**src/e2q_pkg.sv**
```systemverilog
package e2q_pkg;

  // Iteration count of the CORDIC rotation chain
  localparam int ITERS = 18;
  // Width of one input angle (Q3.14 radians)
  localparam int AW = 18;
  // Width of the CORDIC words (Q30, with headroom)
  localparam int CW = 33;
  // Width of the narrowed sine, cosine and pair products (Q20)
  localparam int NW = 22;
  // Width of a full product of two Q20 values (Q40)
  localparam int PW = 2 * NW;
  // Width of one quaternion component (Q16)
  localparam int QW = 18;
  // Number of angles handled side by side
  localparam int NANG = 3;

  localparam logic signed [CW-1:0] PI_Q30          = 33'sd3373259426;
  localparam logic signed [CW-1:0] HALF_PI_Q30     = 33'sd1686629713;
  localparam logic signed [CW-1:0] NEG_HALF_PI_Q30 = -33'sd1686629713;
  localparam logic signed [CW-1:0] CORDIC_X0       = 33'sd652032874;
  localparam logic signed [QW-1:0] ONE_Q16         = 18'sd65536;
  localparam logic signed [QW-1:0] NEG_ONE_Q16     = -18'sd65536;

  // Lane order inside the angle bus
  localparam int LANE_ROLL  = 0;
  localparam int LANE_PITCH = 1;
  localparam int LANE_YAW   = 2;

  typedef struct packed {
    logic signed [CW-1:0] x;
    logic signed [CW-1:0] y;
    logic signed [CW-1:0] z;
  } cord_lane_t;

  // Rotation state of all three angles plus the quadrant-fold negate flags
  typedef struct packed {
    cord_lane_t [NANG-1:0] lane;
    logic       [NANG-1:0] neg;
  } cord_bus_t;

  // Arctangent of 2^-i in Q30
  function automatic logic signed [CW-1:0] atan_q30(input logic [4:0] idx);
    logic signed [CW-1:0] v;
    case (idx)
      5'd0:    v = 33'sd843314856;
      5'd1:    v = 33'sd497837829;
      5'd2:    v = 33'sd263043836;
      5'd3:    v = 33'sd133525158;
      5'd4:    v = 33'sd67021686;
      5'd5:    v = 33'sd33543515;
      5'd6:    v = 33'sd16775850;
      5'd7:    v = 33'sd8388437;
      5'd8:    v = 33'sd4194282;
      5'd9:    v = 33'sd2097149;
      5'd10:   v = 33'sd1048575;
      5'd11:   v = 33'sd524287;
      5'd12:   v = 33'sd262143;
      5'd13:   v = 33'sd131071;
      5'd14:   v = 33'sd65535;
      5'd15:   v = 33'sd32767;
      5'd16:   v = 33'sd16383;
      5'd17:   v = 33'sd8191;
      default: v = '0;
    endcase
    return v;
  endfunction

endpackage

```
**src/e2q_cordic_cell.sv**
```systemverilog
module e2q_cordic_cell
  import e2q_pkg::*;
(
  input  logic       clk,
  input  logic       rst_n,
  input  logic [4:0] iter_idx,
  input  logic       up_valid,
  output logic       up_ready,
  input  cord_bus_t  up_bus,
  output logic       dn_valid,
  input  logic       dn_ready,
  output cord_bus_t  dn_bus
);

  logic                 valid_r, valid_nxt;
  logic                 adv;
  cord_bus_t            bus_r, bus_nxt;
  logic signed [CW-1:0] angle_step;
  logic signed [CW-1:0] xs;
  logic signed [CW-1:0] ys;

  assign adv        = !valid_r || dn_ready;
  assign up_ready   = adv;
  assign angle_step = atan_q30(iter_idx);

  // One micro-rotation per lane; iter_idx is tied to a constant per cell.
  always_comb begin
    bus_nxt.neg = up_bus.neg;
    for (int a = 0; a < NANG; a++) begin
      xs = $signed(up_bus.lane[a].x) >>> iter_idx;
      ys = $signed(up_bus.lane[a].y) >>> iter_idx;
      if (!up_bus.lane[a].z[CW-1]) begin
        bus_nxt.lane[a].x = $signed(up_bus.lane[a].x) - ys;
        bus_nxt.lane[a].y = $signed(up_bus.lane[a].y) + xs;
        bus_nxt.lane[a].z = $signed(up_bus.lane[a].z) - angle_step;
      end else begin
        bus_nxt.lane[a].x = $signed(up_bus.lane[a].x) + ys;
        bus_nxt.lane[a].y = $signed(up_bus.lane[a].y) - xs;
        bus_nxt.lane[a].z = $signed(up_bus.lane[a].z) + angle_step;
      end
    end
  end

  assign valid_nxt = adv ? up_valid : valid_r;

  always_ff @(posedge clk) begin
    if (!rst_n) begin
      valid_r <= 1'b0;
    end else begin
      valid_r <= valid_nxt;
    end
  end

  always_ff @(posedge clk) begin
    if (adv && up_valid) begin
      bus_r <= bus_nxt;
    end
  end

  assign dn_valid = valid_r;
  assign dn_bus   = bus_r;

endmodule

```
**config.mk**
```make
export PLATFORM = sky130hd
export DESIGN_NAME = e2q_cordic_cell
export DESIGN_NICKNAME = d
export VERILOG_FILES = /design/src/e2q_pkg.sv /design/src/e2q_cordic_cell.sv
export SDC_FILE = /design/constraint.sdc
export NUM_CORES = 2
export LEC_CHECK = 0
export ABC_AREA = 1
export BUFFER_PORTS_ARGS = -buffer_cell sky130_fd_sc_hd__clkbuf_2
export CAP_MARGIN = 15
export CELL_PAD_IN_SITES_DETAIL_PLACEMENT = 1
export CELL_PAD_IN_SITES_GLOBAL_PLACEMENT = 1
export CORE_MARGIN = 4
export CORE_UTILIZATION = 42
export CTS_BUF_LIST = sky130_fd_sc_hd__clkbuf_4 sky130_fd_sc_hd__clkbuf_8
export DETAILED_ROUTE_END_ITERATION = 7
export PLACE_DENSITY = 0.86
export SYNTH_ARGS = -nofsm -noshare
export SYNTH_HDL_FRONTEND = slang
export SYNTH_SLANG_ARGS = --single-unit
```
**constraint.sdc**
```tcl
create_clock -name clk -period 25.8 [get_ports clk]
set_input_delay 7.74 -clock clk [delete_from_list [all_inputs] [get_ports clk]]
set_output_delay 7.74 -clock clk [all_outputs]
set_load 0.02 [all_outputs]
```
==> metrics <==
post-DP HPWL=159000 um; asr flop ratio synth=0; Synth Net Count=7429; TritonRoute pass-1 iters=5; largest net degree at the start of global routing=101; reg2reg start=dn_valid; number of global-route vias before repair=49700; register area share after synthesis=0.214; CTS Buf Count=57; Worst-Margin Slew=1090 ps; final layout net count=7879; CTS Root Buffer Type=clkbuf_8; Hold Path Class=flop to flop; Post-Syn Instances=6805; CTS max path bufs=3; antenna violations before repair=11; GRT Util Overall=0.349; I/O Pins=611; Antenna Nets Post-Route=0; die area=105000 um2; Total Power=2.83 mW; most frequent cells in the layout=2323 x nand2_1, 1055 x nand3_1, 605 x clkbuf_2; Most used DFF post-synth=edfxtp_1; H-tree Lvls=2; detail-routed via count per cell=5.76; post-CTS setup buffers=0; IO buf count=610; via count=49500; fin crit period=15900 ps; Post-CTS Hold Fix Bufs=0; Core ar.=99000 um2; Starting Density=0.425; Post-Route WL=192000 um; CTS tree=yes; synth unique cells=51; f_max=62.9 MHz; yosys warns=0; CP Max Fanout=2; number of synthesized register bits=301; Critical Path Source Type=input port; Leak=23.7 nW; CP Data Required Time=18060 ps; worst skew pair latency=770 ps; RSZ-0062 raised after global routing=no; WL/cell=22.3 um; P&R area growth vs syn=11.8%; fin. max-slew vios=0; GPL Wtd Cong=0.980; Post-synth EDFFs=300; skew final=51.1 ps; WS Path Type=input port to primary output; status=complete, no violations; period utilisation layout=0.616; post-cts sizing count=0; crit path from=dn_ready; Mapped Area=42100 um2; row count=115; CP endpoint kind=primary output; Residual DRC=0; most common cell after layout, fill and taps aside=nand2_1; GRT overflow=0; Die X=325 um; die height=325 um; PD cells=60.2 nW/um2; first-pass GRT wire length=293000 um; 1st-iter DRT viols=3937; share of layout cells above drive strength 1=0.113; Worst-path clk slew=60 ps; TNS Setup=0 ps; WP data arrival=8160 ps; Synth Area per Inst=6.19 um2; min-delay src=dn_valid; Clock Sinks=301; Fin. Hold Viols=0; Final setup viols=0; Max-Slew Margin vs Limit=0.269; Max Cap Violations=0; VDD IR max=0.0474 mV
cell type report:
| type | instances | area (um2) |
|---|---|---|
| clock buffers | 69 | 875 |
| repair buffers | 637 | 3280 |
| flip-flops and latches | 301 | 9030 |
| inverters | 541 | 2050 |
| diodes | 9 | 22.5 |
| well taps | 1287 | 1610 |
| fillers | 13800 | 51900 |
| clock inverters | 34 | 298 |
| multi-input cells | 5717 | 29900 |
critical path: stages:
cell      delay (ps)
clkbuf_2          80
inv_1            100
nand2_1           80
clkbuf_2         160
flip-flops by register name, summed over array words and instances (netlist names):
signal	count
dn_bus	300
dn_valid	1
cell families (layout without fill, tap and decap cells):
group / count (synthesis) / after routing / share of synthesized area
simple gates: 4090 / 4090 / 0.409
compound gates: 907 / 907 / 0.121
xor+xnor: 405 / 405 / 0.0842
other cells: 0 / 9 / 0
buf+inv: 787 / 1281 / 0.0768
flops: 301 / 301 / 0.214
fa+ha+maj: 315 / 315 / 0.0952
metrics by stage:
stage | instance area, um2 | worst slack, ps | cells | hold slack [ps] | utilization
after detailed placement | 45900 | 9900 | 8483 | 581 | 0.463
after CTS | 47000 | 9900 | 8586 | 592 | 0.475
after global placement | 45900 | 9880 | 8483 | 567 | 0.463
final | 47100 | 9900 | 8595 | 586 | 0.475
after floorplan | 42100 | 2580 | 6805 | 729 | -
after global routing | 47100 | 9850 | 8592 | 617 | 0.475
where the power goes:
group	internal, mW	total, mW	switching [mW]
Sequential	0.706	0.743	0.0373
Combinational	0.483	1.58	1.10
Clock	0.267	0.510	0.243
cell usage after synthesis (3+ instances only):
master / count / area [um2]
nand4_1: 47 / 294
buf_1: 49 / 184
o21bai_1: 14 / 105
a21oi_4: 4 / 65.1
o21ai_1: 15 / 75.1
a31oi_1: 19 / 119
a21o_1: 21 / 158
inv_2: 9 / 33.8
nor2_4: 3 / 33.8
nor2_1: 492 / 1850
nor3_1: 66 / 330
xor2_1: 278 / 2430
buf_6: 13 / 146
or2_2: 6 / 37.5
a21oi_1: 364 / 1820
buf_2: 95 / 475
edfxtp_1: 300 / 9010
nand2_1: 2323 / 8720
nand3_2: 9 / 90.1
clkbuf_1: 77 / 289
fa_1: 9 / 180
inv_1: 526 / 1970
clkinv_1: 5 / 18.8
nand2_2: 21 / 131
and2_1: 3 / 18.8
a21oi_2: 5 / 43.8
xnor2_1: 127 / 1110
nor2_2: 19 / 119
a221oi_1: 3 / 26.3
nand3_1: 1055 / 5280
buf_4: 11 / 82.6
o21a_1: 48 / 360
o2111ai_1: 10 / 87.6
a211oi_1: 12 / 90.1
a21boi_0: 4 / 30.0
o21ai_0: 332 / 1660
o21ai_2: 6 / 52.6
o22ai_1: 3 / 18.8
nor4_1: 29 / 181
ha_1: 306 / 3830
o211ai_1: 41 / 308
nand3b_1: 14 / 105
layer usage:
layer  GRT usage  vias up  routed length [um]
met5           0        -                  46
met4       0.135        8                8190
met3      0.0387      345               10500
met2       0.607     1577               92300
met1       0.445    23900               81100
li1            -    23700                   -
worst paths after layout:
check / endpoint / slack, ps / depth (start not counted)
max: up_ready / 9900 / 4
min reg2reg: dn_valid / 590 / 2
min: dn_valid / 590 / 2
max reg2reg: dn_bus[76] / 22150 / 4
(Power assumes the default switching activity.)
