**src/e2q_pkg.sv**
```systemverilog
package e2q_pkg;

  // Iteration count of the CORDIC rotation chain
  localparam int ITERS = 18;
  // Width of one input angle (Q3.14 radians)
  localparam int AW = 18;
  // Width of the CORDIC words (Q30, with headroom)
  localparam int CW = 33;
  // Width of the narrowed sine, cosine and pair products (Q20)
  localparam int NW = 22;
  // Width of a full product of two Q20 values (Q40)
  localparam int PW = 2 * NW;
  // Width of one quaternion component (Q16)
  localparam int QW = 18;
  // Number of angles handled side by side
  localparam int NANG = 3;

  localparam logic signed [CW-1:0] PI_Q30          = 33'sd3373259426;
  localparam logic signed [CW-1:0] HALF_PI_Q30     = 33'sd1686629713;
  localparam logic signed [CW-1:0] NEG_HALF_PI_Q30 = -33'sd1686629713;
  localparam logic signed [CW-1:0] CORDIC_X0       = 33'sd652032874;
  localparam logic signed [QW-1:0] ONE_Q16         = 18'sd65536;
  localparam logic signed [QW-1:0] NEG_ONE_Q16     = -18'sd65536;

  // Lane order inside the angle bus
  localparam int LANE_ROLL  = 0;
  localparam int LANE_PITCH = 1;
  localparam int LANE_YAW   = 2;

  typedef struct packed {
    logic signed [CW-1:0] x;
    logic signed [CW-1:0] y;
    logic signed [CW-1:0] z;
  } cord_lane_t;

  // Rotation state of all three angles plus the quadrant-fold negate flags
  typedef struct packed {
    cord_lane_t [NANG-1:0] lane;
    logic       [NANG-1:0] neg;
  } cord_bus_t;

  // Arctangent of 2^-i in Q30
  function automatic logic signed [CW-1:0] atan_q30(input logic [4:0] idx);
    logic signed [CW-1:0] v;
    case (idx)
      5'd0:    v = 33'sd843314856;
      5'd1:    v = 33'sd497837829;
      5'd2:    v = 33'sd263043836;
      5'd3:    v = 33'sd133525158;
      5'd4:    v = 33'sd67021686;
      5'd5:    v = 33'sd33543515;
      5'd6:    v = 33'sd16775850;
      5'd7:    v = 33'sd8388437;
      5'd8:    v = 33'sd4194282;
      5'd9:    v = 33'sd2097149;
      5'd10:   v = 33'sd1048575;
      5'd11:   v = 33'sd524287;
      5'd12:   v = 33'sd262143;
      5'd13:   v = 33'sd131071;
      5'd14:   v = 33'sd65535;
      5'd15:   v = 33'sd32767;
      5'd16:   v = 33'sd16383;
      5'd17:   v = 33'sd8191;
      default: v = '0;
    endcase
    return v;
  endfunction

endpackage

```
**src/e2q_fold.sv**
```systemverilog
module e2q_fold
  import e2q_pkg::*;
(
  input  logic                 clk,
  input  logic                 rst_n,
  input  logic                 up_valid,
  output logic                 up_ready,
  input  logic [NANG*AW-1:0]   up_angles,
  output logic                 dn_valid,
  input  logic                 dn_ready,
  output cord_bus_t            dn_bus
);

  logic                 valid_r, valid_nxt;
  logic                 adv;
  cord_bus_t            bus_r, bus_nxt;
  logic signed [CW-1:0] h;
  logic signed [CW:0]   h_dn;
  logic signed [CW:0]   h_up;

  assign adv      = !valid_r || dn_ready;
  assign up_ready = adv;

  // Half angle in Q30 is the raw Q3.14 value read as Q15, shifted up by 15.
  always_comb begin
    for (int a = 0; a < NANG; a++) begin
      h    = $signed({up_angles[a*AW +: AW], {(CW-AW){1'b0}}});
      h_dn = {h[CW-1], h} - {PI_Q30[CW-1], PI_Q30};
      h_up = {h[CW-1], h} + {PI_Q30[CW-1], PI_Q30};

      bus_nxt.lane[a].x = CORDIC_X0;
      bus_nxt.lane[a].y = '0;
      if (h > HALF_PI_Q30) begin
        bus_nxt.lane[a].z = h_dn[CW-1:0];
        bus_nxt.neg[a]    = 1'b1;
      end else if (h < NEG_HALF_PI_Q30) begin
        bus_nxt.lane[a].z = h_up[CW-1:0];
        bus_nxt.neg[a]    = 1'b1;
      end else begin
        bus_nxt.lane[a].z = h;
        bus_nxt.neg[a]    = 1'b0;
      end
    end
  end

  assign valid_nxt = adv ? up_valid : valid_r;

  always_ff @(posedge clk) begin
    if (!rst_n) begin
      valid_r <= 1'b0;
    end else begin
      valid_r <= valid_nxt;
    end
  end

  always_ff @(posedge clk) begin
    if (adv && up_valid) begin
      bus_r <= bus_nxt;
    end
  end

  assign dn_valid = valid_r;
  assign dn_bus   = bus_r;

endmodule

```
**config.mk**
```make
export PLATFORM = sky130hd
export DESIGN_NAME = e2q_fold
export DESIGN_NICKNAME = d
export VERILOG_FILES = /design/src/e2q_pkg.sv /design/src/e2q_fold.sv
export SDC_FILE = /design/constraint.sdc
export NUM_CORES = 1
export LEC_CHECK = 0
export BUFFER_PORTS_ARGS = -buffer_cell sky130_fd_sc_hd__buf_2
export CAP_MARGIN = 40
export CORE_ASPECT_RATIO = 0.5
export CORE_MARGIN = 4
export CORE_UTILIZATION = 38
export DETAILED_ROUTE_END_ITERATION = 8
export GPL_ROUTABILITY_DRIVEN = 0
export PLACE_DENSITY = 0.83
export SYNTH_ARGS = -nofsm -noshare
export SYNTH_HDL_FRONTEND = slang
export SYNTH_SLANG_ARGS = --single-unit
```
**constraint.sdc**
```tcl
create_clock -name clk -period 7.4 [get_ports clk]
set_clock_uncertainty 0.1 [all_clocks]
set_input_delay 1.11 -clock clk [delete_from_list [all_inputs] [get_ports clk]]
set_output_delay 1.11 -clock clk [all_outputs]
set_load 0.01 [all_outputs]
```
==> Implementation_results.wiki <==
{| class="wikitable"
! Metric !! Value
|-
| Result of the run || completed
|-
| DR vias || 4140
|-
| Dominant combinational cell family by area after synthesis || buffers and inverters
|-
| FFs w/ async S/R, synth || 0
|-
| Diode count || 0
|-
| Distinct cell type count of the synthesized netlist || 68
|-
| Global route total overflow || 0
|-
| Synthesis-stage register bit count || 64
|-
| Main area contributors after synthesis || sky130_fd_sc_hd__edfxtp_1 33%, sky130_fd_sc_hd__buf_4 31%, sky130_fd_sc_hd__xor2_1 3.5%
|-
| Core outline area || 14700 sq um
|-
| Share of cells above drive strength 1 || 0.252
|-
| Most repeated cell in the gate-level netlist after synthesis || sky130_fd_sc_hd__buf_4
|-
| Flop-to-flop setup slack || 5.73 ns
|-
| Max rail drop VDD || 0.000107 V
|-
| TritonCTS clock tree || yes
|-
| Post-synthesis compound-gate area fraction || 0.134
|-
| Final-report hold violation count || 0
|-
| Max clock buf depth || 2
|-
| Switching portion of total power || 0.311
|-
| Number of hold-repair buffers added at the cts stage || 0
|-
| Routed wirelength normalized by instance count || 13.1 um
|-
| Clk network pwr share || 0.336
|-
| Non-Filler Instances || 937
|-
| Total power || 1080 uW
|-
| Root Buffer || sky130_fd_sc_hd__clkbuf_16
|-
| Pins over their slew limit || 0
|-
| Transition at the pin with the smallest max-transition slack || 0.812 ns
|-
| Cells after DPL || 922
|-
| Power density over the cells || 182 nW/um^2
|-
| Multiplexer fraction of the synthesized cell area || 0
|-
| Worst Slack Setup Final || 3.93 ns
|-
| Clock-pin transition on the worst setup and hold timing paths || 0.06 ns
|-
| Wire length of the first global-routing pass || 17300 um
|-
| Maximum clock frequency || 288 MHz
|-
| Largest net degree at the start of global routing || 64
|-
| Top Ports || 360
|-
| Share of synthesized cell area in full adder, half adder and majority cells || 0.0194
|-
| Fin Setup TNS || 0 ns
|-
| Die height || 95.4 um
|-
| Detailed Route Iter0 Violations || 291
|-
| Number of cells upsized or downsized after cts || 0
|-
| Critical path capture point type || register
|-
| Max-cap check violation count || 0
|-
| Cell Rows || 31
|-
| Type of the worst setup path || primary input to register
|-
| Combinational power share || 0.246
|-
| Synthesized-area fraction occupied by xor and xnor cells || 0.0663
|-
| Utilization after layout || 0.405
|-
| Yosys warning total || 0
|-
| Most numerous cell types in the synthesized netlist || 237 x sky130_fd_sc_hd__buf_4, 63 x sky130_fd_sc_hd__edfxtp_1, 33 x sky130_fd_sc_hd__nand2_1, 24 x sky130_fd_sc_hd__inv_1, 23 x sky130_fd_sc_hd__xor2_1
|-
| Gate count of the mapped netlist || 632
|-
| Total of buffers placed on input and output ports || 158
|-
| Reported leakage power || 0.00284 uW
|-
| Number of antenna violations at the first check in global routing || 0
|-
| Leading register cell type out of synthesis || sky130_fd_sc_hd__edfxtp_1
|-
| Syn-to-layout area delta || 2.52%
|-
| Antenna violation net count after detailed routing || 0
|-
| Count of TritonRoute iterations in the first routing pass || 5
|-
| Worst-case setup slack after placement || 3.61 ns
|-
| Netlist Area Pre-Place || 5810 sq um
|-
| Number of enable flip-flop cells after synthesis || 63
|-
| CTS buffer count || 9
|-
| Cell type with the highest aggregate area in the netlist || sky130_fd_sc_hd__edfxtp_1
|-
| All-Layer GR Usage || 0.120
|-
| Unrepaired setup endpoints after global routing || false
|-
| Count of endpoints failing setup in the final report || 0
|-
| Crit start category || primary input
|-
| Overall die width || 183 um
|-
| Post-layout nets || 802
|-
| Net switching component of the power || 337 uW
|-
| Fraction of the cycle the final worst path needs || 0.469
|-
| Worst hold path type || register to register
|-
| Sequential share of power || 0.418
|-
| Post-synthesis share of cell area spent on and, or, nand and nor gates || 0.106
|-
| Data arrival time of the critical path || 3.45 ns
|-
| Mapped Avg Cell Area || 9.19 sq um
|-
| Endpoint required time on the critical path || 7.38 ns
|-
| Number of fillers in the final layout || 1446
|-
| Shortest clock period the worst path allows after layout || 3.47 ns
|-
| DRC violations left || 0
|-
| Worst slew margin relative to its limit || 0.459
|-
| Via count of the first global-routing pass || 3531
|-
| Effective utilization at floorplan || 0.395
|-
| HPWL after detailed placement || 9790 um
|-
| Highest net fanout along the worst path || 11
|-
| Number of vias per cell after detailed routing || 4.42
|-
| Clock latency on the worst-skew pair || 0.32 ns
|-
| Post-detailed-routing wire length || 12300 um
|-
| Die area || 17500 sq um
|-
| Number of buffers inserted to repair setup after CTS || 0
|-
| Area fraction of the dominant cell type after synthesis || 0.326
|-
| # H-tree levels || 3
|-
| Seq/Total Area, Yosys || 0.329
|-
| Cell-internal power || 745 uW
|-
| Clock Sink Count || 64
|}
-- cell type report --
class,instances,area [sq um],area share
sequential,64,1910,0.321
clock buffer,9,225,0.0378
tap,198,248,0.0416
timing repair buffer,159,798,0.134
clock inverter,6,27.5,0.00462
inverter,25,93.8,0.0158
multi-input combinational,476,2650,0.445
-- sequential cells by signal (all words and copies together), names as in the netlist --
signal	count
dn_bus	63
dn_valid	1
-- cells by family (layout without fill, tap and decap cells) --
| group | Yosys count | in the layout |
|---|---|---|
| buffers and inverters | 291 | 199 |
| AND/OR/NAND/NOR | 117 | 117 |
| AO/OA/AOI/OAI | 105 | 105 |
| flip-flops | 64 | 64 |
| XOR/XNOR | 44 | 44 |
| adder cells (fa/ha/maj) | 9 | 9 |
| other | 2 | 201 |
-- critical path: stages --
cell and delay (ns):
sky130_fd_sc_hd__buf_2 0.08, sky130_fd_sc_hd__inv_1 0.06, sky130_fd_sc_hd__ha_1 0.21, sky130_fd_sc_hd__or3b_1 0.18
sky130_fd_sc_hd__a31oi_1 0.10, sky130_fd_sc_hd__o21a_1 0.19, sky130_fd_sc_hd__o21ai_1 0.57, sky130_fd_sc_hd__clkinv_1 0.50
sky130_fd_sc_hd__a32oi_1 0.37, sky130_fd_sc_hd__xnor2_1 0.09
-- cell usage in the layout, fill, tap and decap left out, drive strengths merged, types with 4 or more instances in the layout --
cell type / instances
a21oi: 12
a311oi: 5
a31oi: 10
and2: 4
and3: 8
buf: 159
clkbuf: 9
clkinv: 7
conb: 201
edfxtp: 63
ha: 9
inv: 24
nand2: 34
nor2: 21
nor2b: 5
nor3: 9
nor3b: 4
nor4: 4
o211ai: 5
o21ai: 24
o22ai: 8
o31ai: 9
o32ai: 4
or3: 12
xnor2: 21
xor2: 23
-- power groups by stage --
stage	Combinational, uW	Clock (uW)	Sequential (uW)
2_1_floorplan	252	0	477
3_3_place_gp	255	0	459
3_5_place_dp	261	0	460
4_1_cts	262	374	453
5_1_grt	291	395	455
6_report	266	364	452
-- through the flow --
stage                     cell area [sq um]  hold slack (ns)
after global routing                   5960            0.486
after floorplan                        6560            0.510
after CTS                              5960            0.428
final                                  5960            0.422
after global placement                 5700            0.400
after detailed placement               5700            0.421
-- layer usage --
metal	global-route usage	share of wire	up-vias
met5	0	0	-
met4	0.0322	0.011	0
met3	0.0252	0.095	19
met2	0.232	0.54	268
met1	0.136	0.36	1898
li1	-	-	1955
-- final timing paths --
kind | from | endpoint | cells past startpoint
min | dn_valid | dn_valid | 2
max reg2reg | dn_valid | dn_bus[232] | 3
min reg2reg | dn_valid | dn_valid | 2
max | up_angles[18] | dn_bus[124] | 10
Note: power is estimated with default switching activity, not from simulation.
